==> src/lcdbs_pkg.sv <==
// Shared types and constants for the character-LCD bus sequencer.
// No dependencies; imported by the top, front end, queue and back end (not the checker).
`timescale 1ns / 1ps

package lcdbs_pkg;

    // Request classes, settled at acceptance from op and bus_mode
    typedef enum logic [1:0] {
        KIND_BYTE8,
        KIND_BYTE4,
        KIND_INIT8,
        KIND_INIT4
    } kind_t;

    typedef struct packed {
        kind_t      kind;
        logic [7:0] data;
        logic       rs;
    } cmd_t;

    typedef struct packed {
        logic       rs;
        logic [7:0] bus;
        logic [5:0] wait_before;
        logic [4:0] wait_after;
        logic       last;
    } strobe_t;

    // One entry handed from the front to the queue
    typedef struct packed {
        logic valid;
        cmd_t cmd;
    } cmd_xfer_t;

    localparam logic OP_WRITE = 1'b0;
    localparam logic OP_INIT  = 1'b1;

    localparam logic MODE_FOUR  = 1'b0;
    localparam logic MODE_EIGHT = 1'b1;

    localparam int STEP_W = 4;  // longest run is 14 strobes

    localparam logic [4:0] WAIT_BYTE  = 5'd10;
    localparam logic [4:0] WAIT_FINAL = 5'd20;

endpackage

==> src/char_lcd_bus_sequencer.sv <==
// Character-LCD bus sequencer: front end, command queue and strobe generator.
// Depends on lcdbs_pkg, lcdbs_front, lcdbs_queue, lcdbs_back.
//
// Usage:
//   Requests: a transaction is taken at a clock edge with start high and busy
//   low. op = 0 writes data_byte with register_select as RS; op = 1 plays the
//   power-up command list (data_byte and register_select ignored).
//   Config: cfg_we writes cfg_data into bus_mode (0 four-bit, 1 eight-bit);
//   write only while no request is in flight. The mode is sampled per request.
//   Results: one enable strobe per cycle while strobe is high, with rs_level,
//   bus_value, wait_before_ms, wait_after_ms and last (final strobe of the
//   request). The receiver cannot stall; each result is valid one cycle.
//   Path: an accepted request passes the front holding register, the queue,
//   the current-command register and the output register. Strobes: one per
//   cycle, 1 per eight-bit byte, 2 per four-bit byte, 8 or 14 per init.
//   A two-entry queue plus the front holding register absorb requests; busy
//   rises only when both are full.
//   Reset: bus_mode returns to four-bit, the queue empties, no strobe is shown.
`timescale 1ns / 1ps

module char_lcd_bus_sequencer (
    input  logic       clk,
    input  logic       rst_n,
    input  logic       cfg_we,
    input  logic       cfg_data,
    input  logic       start,
    output logic       busy,
    input  logic       op,
    input  logic [7:0] data_byte,
    input  logic       register_select,
    output logic       strobe,
    output logic       rs_level,
    output logic [7:0] bus_value,
    output logic [5:0] wait_before_ms,
    output logic [4:0] wait_after_ms,
    output logic       last
);
    import lcdbs_pkg::*;

    cmd_xfer_t push;
    logic      q_full;
    logic      q_nonempty;
    logic      q_pop;
    cmd_t      q_head;

    lcdbs_front u_front (
        .clk             (clk),
        .rst_n           (rst_n),
        .cfg_we          (cfg_we),
        .cfg_data        (cfg_data),
        .start           (start),
        .op              (op),
        .data_byte       (data_byte),
        .register_select (register_select),
        .queue_full      (q_full),
        .busy            (busy),
        .push            (push)
    );

    lcdbs_queue u_queue (
        .clk      (clk),
        .rst_n    (rst_n),
        .push     (push),
        .pop      (q_pop),
        .full     (q_full),
        .nonempty (q_nonempty),
        .head     (q_head)
    );

    lcdbs_back u_back (
        .clk            (clk),
        .rst_n          (rst_n),
        .q_nonempty     (q_nonempty),
        .q_head         (q_head),
        .q_pop          (q_pop),
        .strobe         (strobe),
        .rs_level       (rs_level),
        .bus_value      (bus_value),
        .wait_before_ms (wait_before_ms),
        .wait_after_ms  (wait_after_ms),
        .last           (last)
    );

endmodule

==> src/lcdbs_front.sv <==
// Front end: holds bus_mode, takes start transactions and classifies them.
// Depends on lcdbs_pkg; feeds lcdbs_queue.
`timescale 1ns / 1ps

module lcdbs_front (
    input  logic                clk,
    input  logic                rst_n,
    input  logic                cfg_we,
    input  logic                cfg_data,
    input  logic                start,
    input  logic                op,
    input  logic [7:0]          data_byte,
    input  logic                register_select,
    input  logic                queue_full,
    output logic                busy,
    output lcdbs_pkg::cmd_xfer_t push
);
    import lcdbs_pkg::*;

    logic bus_mode_reg;
    logic bus_mode_next;
    logic hold_valid_reg;
    logic hold_valid_next;
    cmd_t hold_cmd_reg;
    cmd_t hold_cmd_next;
    logic accept;
    logic pushed;

    assign busy   = hold_valid_reg && queue_full;
    assign accept = start && !busy;
    assign pushed = hold_valid_reg && !queue_full;

    assign push.valid = hold_valid_reg;
    assign push.cmd   = hold_cmd_reg;

    always_comb
    begin
        bus_mode_next   = cfg_we ? cfg_data : bus_mode_reg;
        hold_valid_next = hold_valid_reg;
        hold_cmd_next   = hold_cmd_reg;
        if (pushed)
        begin
            hold_valid_next = 1'b0;
        end
        if (accept)
        begin
            hold_valid_next    = 1'b1;
            hold_cmd_next.data = data_byte;
            hold_cmd_next.rs   = register_select;
            unique case ({op, bus_mode_reg})
                {OP_WRITE, MODE_FOUR}:  hold_cmd_next.kind = KIND_BYTE4;
                {OP_WRITE, MODE_EIGHT}: hold_cmd_next.kind = KIND_BYTE8;
                {OP_INIT, MODE_FOUR}:   hold_cmd_next.kind = KIND_INIT4;
                default:                hold_cmd_next.kind = KIND_INIT8;
            endcase
        end
    end

    always_ff @(posedge clk or negedge rst_n)
    begin
        if (!rst_n)
        begin
            bus_mode_reg   <= MODE_FOUR;
            hold_valid_reg <= 1'b0;
        end
        else
        begin
            bus_mode_reg   <= bus_mode_next;
            hold_valid_reg <= hold_valid_next;
        end
    end

    always_ff @(posedge clk)
    begin
        hold_cmd_reg <= hold_cmd_next;
    end

endmodule

==> src/lcdbs_queue.sv <==
// Two-entry command queue between the front end and the strobe generator.
// Depends on lcdbs_pkg.
`timescale 1ns / 1ps

module lcdbs_queue (
    input  logic                 clk,
    input  logic                 rst_n,
    input  lcdbs_pkg::cmd_xfer_t push,
    input  logic                 pop,
    output logic                 full,
    output logic                 nonempty,
    output lcdbs_pkg::cmd_t      head
);
    import lcdbs_pkg::*;

    cmd_t       mem [2];
    logic       wr_ptr_reg;
    logic       wr_ptr_next;
    logic       rd_ptr_reg;
    logic       rd_ptr_next;
    logic [1:0] count_reg;
    logic [1:0] count_next;
    logic       do_push;
    logic       do_pop;

    assign full     = (count_reg == 2'd2);
    assign nonempty = (count_reg != 2'd0);
    assign head     = mem[rd_ptr_reg];
    assign do_push  = push.valid && !full;
    assign do_pop   = pop && nonempty;

    always_comb
    begin
        wr_ptr_next = do_push ? ~wr_ptr_reg : wr_ptr_reg;
        rd_ptr_next = do_pop ? ~rd_ptr_reg : rd_ptr_reg;
        count_next  = count_reg + {1'b0, do_push} - {1'b0, do_pop};
    end

    always_ff @(posedge clk or negedge rst_n)
    begin
        if (!rst_n)
        begin
            wr_ptr_reg <= 1'b0;
            rd_ptr_reg <= 1'b0;
            count_reg  <= 2'd0;
        end
        else
        begin
            wr_ptr_reg <= wr_ptr_next;
            rd_ptr_reg <= rd_ptr_next;
            count_reg  <= count_next;
        end
    end

    always_ff @(posedge clk)
    begin
        if (do_push)
        begin
            mem[wr_ptr_reg] <= push.cmd;
        end
    end

endmodule

==> src/lcdbs_back.sv <==
// Back end: steps through the strobes of one command, one strobe per cycle, and
// registers the result ports. Depends on lcdbs_pkg; fed by lcdbs_queue.
`timescale 1ns / 1ps

module lcdbs_back (
    input  logic            clk,
    input  logic            rst_n,
    input  logic            q_nonempty,
    input  lcdbs_pkg::cmd_t q_head,
    output logic            q_pop,
    output logic            strobe,
    output logic            rs_level,
    output logic [7:0]      bus_value,
    output logic [5:0]      wait_before_ms,
    output logic [4:0]      wait_after_ms,
    output logic            last
);
    import lcdbs_pkg::*;

    function automatic strobe_t mk(input logic [7:0] bus, input logic [5:0] wb,
                                   input logic [4:0] wa, input logic lst);
        strobe_t s;
        s.rs          = 1'b0;
        s.bus         = bus;
        s.wait_before = wb;
        s.wait_after  = wa;
        s.last        = lst;
        return s;
    endfunction

    function automatic strobe_t gen_strobe(input cmd_t c, input logic [STEP_W-1:0] step);
        strobe_t s;
        s = mk(8'h00, 6'd0, 5'd0, 1'b0);
        unique case (c.kind)
            KIND_BYTE8:
            begin
                s    = mk(c.data, 6'd0, WAIT_BYTE, 1'b1);
                s.rs = c.rs;
            end
            KIND_BYTE4:
            begin
                if (step[0] == 1'b0)
                begin
                    s = mk({c.data[7:4], 4'h0}, 6'd0, 5'd0, 1'b0);
                end
                else
                begin
                    s = mk({c.data[3:0], 4'h0}, 6'd0, WAIT_BYTE, 1'b1);
                end
                s.rs = c.rs;
            end
            KIND_INIT8:
            begin
                case (step)
                    4'd0:    s = mk(8'h30, 6'd50, WAIT_BYTE, 1'b0);
                    4'd1:    s = mk(8'h30, 6'd5, WAIT_BYTE, 1'b0);
                    4'd2:    s = mk(8'h30, 6'd1, WAIT_BYTE, 1'b0);
                    4'd3:    s = mk(8'h38, 6'd1, WAIT_BYTE, 1'b0);
                    4'd4:    s = mk(8'h08, 6'd1, WAIT_BYTE, 1'b0);
                    4'd5:    s = mk(8'h01, 6'd1, WAIT_BYTE, 1'b0);
                    4'd6:    s = mk(8'h06, 6'd1, WAIT_BYTE, 1'b0);
                    default: s = mk(8'h0C, 6'd1, WAIT_FINAL, 1'b1);
                endcase
            end
            default:
            begin
                // four-bit init: four single nibbles, then five split commands
                case (step)
                    4'd0:    s = mk(8'h30, 6'd50, 5'd0, 1'b0);
                    4'd1:    s = mk(8'h30, 6'd5, 5'd0, 1'b0);
                    4'd2:    s = mk(8'h30, 6'd1, 5'd0, 1'b0);
                    4'd3:    s = mk(8'h20, 6'd1, 5'd0, 1'b0);
                    4'd4:    s = mk(8'h20, 6'd1, 5'd0, 1'b0);
                    4'd5:    s = mk(8'h80, 6'd0, WAIT_BYTE, 1'b0);
                    4'd6:    s = mk(8'h00, 6'd1, 5'd0, 1'b0);
                    4'd7:    s = mk(8'h80, 6'd0, WAIT_BYTE, 1'b0);
                    4'd8:    s = mk(8'h00, 6'd1, 5'd0, 1'b0);
                    4'd9:    s = mk(8'h10, 6'd0, WAIT_BYTE, 1'b0);
                    4'd10:   s = mk(8'h00, 6'd1, 5'd0, 1'b0);
                    4'd11:   s = mk(8'h60, 6'd0, WAIT_BYTE, 1'b0);
                    4'd12:   s = mk(8'h00, 6'd1, 5'd0, 1'b0);
                    default: s = mk(8'hC0, 6'd0, WAIT_FINAL, 1'b1);
                endcase
            end
        endcase
        return s;
    endfunction

    logic              cur_valid_reg;
    logic              cur_valid_next;
    cmd_t              cur_reg;
    cmd_t              cur_next;
    logic [STEP_W-1:0] step_reg;
    logic [STEP_W-1:0] step_next;
    logic              strobe_reg;
    strobe_t           out_reg;
    strobe_t           cur_strobe;

    always_comb
    begin
        cur_strobe     = gen_strobe(cur_reg, step_reg);
        q_pop          = q_nonempty && (!cur_valid_reg || cur_strobe.last);
        cur_valid_next = cur_valid_reg;
        cur_next       = cur_reg;
        step_next      = step_reg + STEP_W'(1);
        if (!cur_valid_reg || cur_strobe.last)
        begin
            cur_valid_next = q_nonempty;
            cur_next       = q_head;
            step_next      = '0;
        end
    end

    always_ff @(posedge clk or negedge rst_n)
    begin
        if (!rst_n)
        begin
            cur_valid_reg <= 1'b0;
            step_reg      <= '0;
            strobe_reg    <= 1'b0;
        end
        else
        begin
            cur_valid_reg <= cur_valid_next;
            step_reg      <= step_next;
            strobe_reg    <= cur_valid_reg;
        end
    end

    always_ff @(posedge clk)
    begin
        cur_reg <= cur_next;
        out_reg <= cur_strobe;
    end

    assign strobe         = strobe_reg;
    assign rs_level       = out_reg.rs;
    assign bus_value      = out_reg.bus;
    assign wait_before_ms = out_reg.wait_before;
    assign wait_after_ms  = out_reg.wait_after;
    assign last           = out_reg.last;

endmodule

==> config.mk <==
export PLATFORM = sky130hd
export DESIGN_NAME = char_lcd_bus_sequencer
export DESIGN_NICKNAME = d
export VERILOG_FILES = /design/src/lcdbs_pkg.sv /design/src/char_lcd_bus_sequencer.sv /design/src/lcdbs_front.sv /design/src/lcdbs_queue.sv /design/src/lcdbs_back.sv
export SDC_FILE = /design/constraint.sdc
export NUM_CORES = 1
export LEC_CHECK = 0
export BUFFER_PORTS_ARGS = -buffer_cell sky130_fd_sc_hd__clkbuf_2
export CORE_MARGIN = 2
export CORE_UTILIZATION = 56
export DETAILED_ROUTE_END_ITERATION = 8
export PLACE_DENSITY = 0.75
export SYNTH_ARGS = -nofsm -noshare
export SYNTH_HDL_FRONTEND = slang
export SYNTH_SLANG_ARGS = --single-unit
==> constraint.sdc <==
create_clock -name clk -period 3.5 [get_ports clk]
set_input_delay 0.7 -clock clk [delete_from_list [all_inputs] [get_ports clk]]
set_output_delay 0.7 -clock clk [all_outputs]
set_load 0.05 [all_outputs]
==> insert_results.sql <==
INSERT INTO impl_metrics (metric_group, metric, value, unit) VALUES
('synth', 'netlist_area', '2829', 'um2'),
('clock_network', 'cts-htree-levels', '3', ''),
('sta', 'timing_worst_slew_pin_value', '931.6', 'ps'),
('global_routing', 'gr-max-usage-layer', 'met2', ''),
('clock_network', 'clock_transition_at_the_register_clock_pins_on_the_worst_setup_and_hold_paths_after_cts', '80', 'ps'),
('clock_network', 'clock_path_buffers', '2', ''),
('synth', 'largest_family_of_logic_cells_by_synthesized_area', 'simple AND/OR/NAND/NOR gates', ''),
('worst_setup_path', 'cp_slowest_stage_delay', '530', 'ps'),
('synth', 'synth-compound-area-share', '7.209', '%'),
('worst_setup_path', 'worstPathCellList', 'inv_1 > ha_1 > or3_4 > o32ai_2 > o32a_2 > ha_1 > inv_1 > ha_1 > xnor2_1 > xnor2_1', ''),
('sta', 'slew_viols_final', '0', ''),
('clock_network', 'clock_latency_reported_for_the_late_side_of_the_worst_skew_pair', '340', 'ps'),
('floorplan', 'fp.dieW', '75.08', 'um'),
('synth', 'ys_types', '41', ''),
('synth', 'synth.mux.area_fraction', '6.148', '%'),
('finish', 'flip_flop_count_of_the_largest_register_after_layout', '22', ''),
('sta', 'finClkSkew', '5.894', 'ps'),
('placement', 'place.gp.congestion', '0.8672', ''),
('synth', 'part_of_the_yosys_area_used_for_sequential_elements', '67.93', '%'),
('global_routing', 'final_global_route_overflow_total', '0', ''),
('floorplan', 'num_io_pins', '38', ''),
('sta', 'rsz_0062_raised_after_global_routing', 'no', ''),
('sta', 'timing.final.crit_period', '2607', 'ps'),
('global_routing', 'number_of_antenna_violations_at_the_first_check_in_global_routing', '0', ''),
('worst_setup_path', 'reg2reg_to', 'u_queue.count_reg[1]$_DFF_PN0_', ''),
('global_routing', 'grt_start_max_net_pins', '20', ''),
('route', 'drt_pass1_iterations', '4', ''),
('route', 'wirelength', '4.291', 'mm'),
('synth', 'yosys_warnings', '0', ''),
('route', 'detailedRoute.firstIterationViolations', '124', ''),
('worst_setup_path', 'worst_setup_path_end_kind', 'register', ''),
('finish', 'num-nets-final', '259', ''),
('worst_setup_path', 'worst-path-buf-inv', '2', ''),
('worst_setup_path', 'worst-r2r-setup-slack', '890', 'ps'),
('global_routing', 'grt_first_pass_wirelength', '7.148', 'mm'),
('floorplan', 'floorplan.core_area', '4786', 'um2'),
('sta', 'fmax', '383.6', 'MHz'),
('worst_setup_path', 'cpMostUsedCell', 'ha_1', ''),
('route', 'route.detailed.vias_per_inst', '5.163', ''),
('global_routing', 'grt_util_met1', '21.96', '%'),
('run_status', 'run_status', 'finished, final reports clean', ''),
('worst_setup_path', 'worstPathRequired', '3760', 'ps'),
('placement', 'buffer_ports.inserted', '35', ''),
('floorplan', 'initial_core_util', '59.11', '%'),
('route', 'drt_drc_violations_left', '0', ''),
('finish', 'diode_count', '0', ''),
('clock_network', 'clock_tree_from_tritoncts', 'done', ''),
('clock_network', 'cts_hold_repair.buffers', '0', ''),
('floorplan', 'die_y', '75.08', 'um'),
('clock_network', 'root_buffer', 'clkbuf_8', ''),
('synth', 'postSynthCellCount', '204', ''),
('synth', 'yosys.area_share.simple', '7.696', '%'),
('synth', 'yosys_register_bits', '71', ''),
('sta', 'worst_slew_margin_rel', '37.67', '%'),
('finish', 'layout.area.seq', '1922', 'um2'),
('clock_network', 'tritoncts_buffer_count', '9', ''),
('worst_setup_path', 'worst-endpoint-arrival', '2870', 'ps'),
('finish', 'fillCellCount', '364', ''),
('global_routing', 'use_met3', '6.560', '%'),
('worst_setup_path', 'rr_startpoint', 'u_back.step_reg[0]$_DFF_PN0_', ''),
('clock_network', 'post_cts_resize_count', '0', ''),
('synth', 'postSynthAreaPerCell', '13.87', 'um2'),
('run', 'maxCapViolCount', '0', ''),
('worst_setup_path', 'critical_path.slowest_cell', 'dfrtp_1', ''),
('route', 'dr_total_vias', '1585', ''),
('worst_hold_path', 'hold_class', 'input port to async pin', ''),
('finish', 'layout-drive-gt1-share', '28.33', '%'),
('worst_setup_path', 'worst-r2r-cell-count', '10', ''),
('finish', 'multi_input_comb_area', '768.2', 'um2'),
('worst_setup_path', 'timing.critical_path.from', 'u_back.step_reg[0]$_DFF_PN0_', ''),
('synth', 'synth_area_in_adders', '3.981', '%');
==> per-stage QoR <==
step                      cells  setup WS, ps  hold WS, ps  util (%)  instance area [um2]
final                       307         893.0        233.2     67.37                 3224
after floorplan             205          1008        353.7         -                 2833
after global routing        307         670.2        238.0     67.37                 3224
after CTS                   307         892.1        227.3     67.37                 3224
after detailed placement    291         907.3        374.2     62.64                 2998
after global placement      291         976.9        358.0     62.64                 2998
==> cell usage in the layout (no fill, tap or decap), types with 2 or more instances in the layout <==
master	instances
o21ai_0	4
conb_1	2
clkbuf_2	35
nor2_1	16
and3_1	2
clkbuf_8	9
dfrtp_1	12
inv_1	13
nand2b_1	2
xor2_1	2
inv_6	3
ha_1	9
mux2i_1	5
dfxtp_1	15
a311oi_1	3
edfxtp_1	44
nand3_1	4
nand2_1	11
bufinv_16	2
a21oi_1	10
o2111ai_1	2
xnor2_1	4
mux2_2	11
nor2b_1	2
==> layer usage <==
layer	vias to the layer above	routed length, um
li1	774	-
met1	738	1910
met2	65	2040
met3	8	246
met4	0	93
met5	-	0
==> layout make-up <==
| class | instances | area share, % |
|---|---|---|
| Sequential cell | 71 | 59.60 |
| Tap cell | 67 | 2.600 |
| Clock inverter | 7 | 3.182 |
| Clock buffer | 9 | 3.842 |
| Inverter | 13 | 1.513 |
| Timing Repair Buffer | 35 | 5.433 |
| Multi-Input combinational cell | 105 | 23.83 |
==> cells by family after synthesis <==
group / Yosys count
buffers and inverters: 29
other: 1
DFF: 71
xor gates and xnor gates: 6
and+or+nand+nor: 44
AOI/OAI and AO/OA: 28
adders and majority gates: 9
muxes: 16
==> Yosys cell counts (all sizes together) <==
library cell / n / area, um2
a311oi: 3 / 26.28
edfxtp: 44 / 1321
a21oi: 10 / 50.05
nor2b: 3 / 26.27
a21o: 1 / 7.510
nand2b: 2 / 12.51
mux2: 11 / 123.9
nor2: 16 / 60.06
buf: 11 / 75.06
o32ai: 1 / 16.27
and2: 1 / 6.260
and3: 3 / 20.02
clkbuf: 5 / 18.77
o221ai: 1 / 8.760
dfxtp: 15 / 300.3
nand2: 11 / 41.29
o211a: 1 / 10.01
nand3b: 1 / 7.510
ha: 9 / 112.6
inv: 13 / 48.80
nand3: 4 / 20.02
dfrtp: 12 / 300.3
o21ai: 4 / 20.02
mux2i: 5 / 50.05
o21ba: 1 / 10.01
a2bb2oi: 1 / 8.760
a2111o: 1 / 11.26
conb: 1 / 3.750
xor2: 2 / 17.52
or3: 2 / 17.52
xnor2: 4 / 35.03
o32a: 1 / 11.26
o2111ai: 2 / 17.52
nor4: 1 / 6.260
a31oi: 1 / 6.260
==> worst max-delay path by stage <==
stage | to | slack [ps]
floorplan | u_queue.count_reg[1]$_DFF_PN0_ | 1010
global placement | u_queue.count_reg[1]$_DFF_PN0_ | 980
detailed placement | u_queue.count_reg[1]$_DFF_PN0_ | 910
CTS | u_queue.count_reg[1]$_DFF_PN0_ | 890
global route | u_queue.count_reg[1]$_DFF_PN0_ | 670
finish | u_queue.count_reg[1]$_DFF_PN0_ | 890
Power is not shown: default switching activity piles up to over one toggle a cycle in this logic, so the estimate is an artifact.
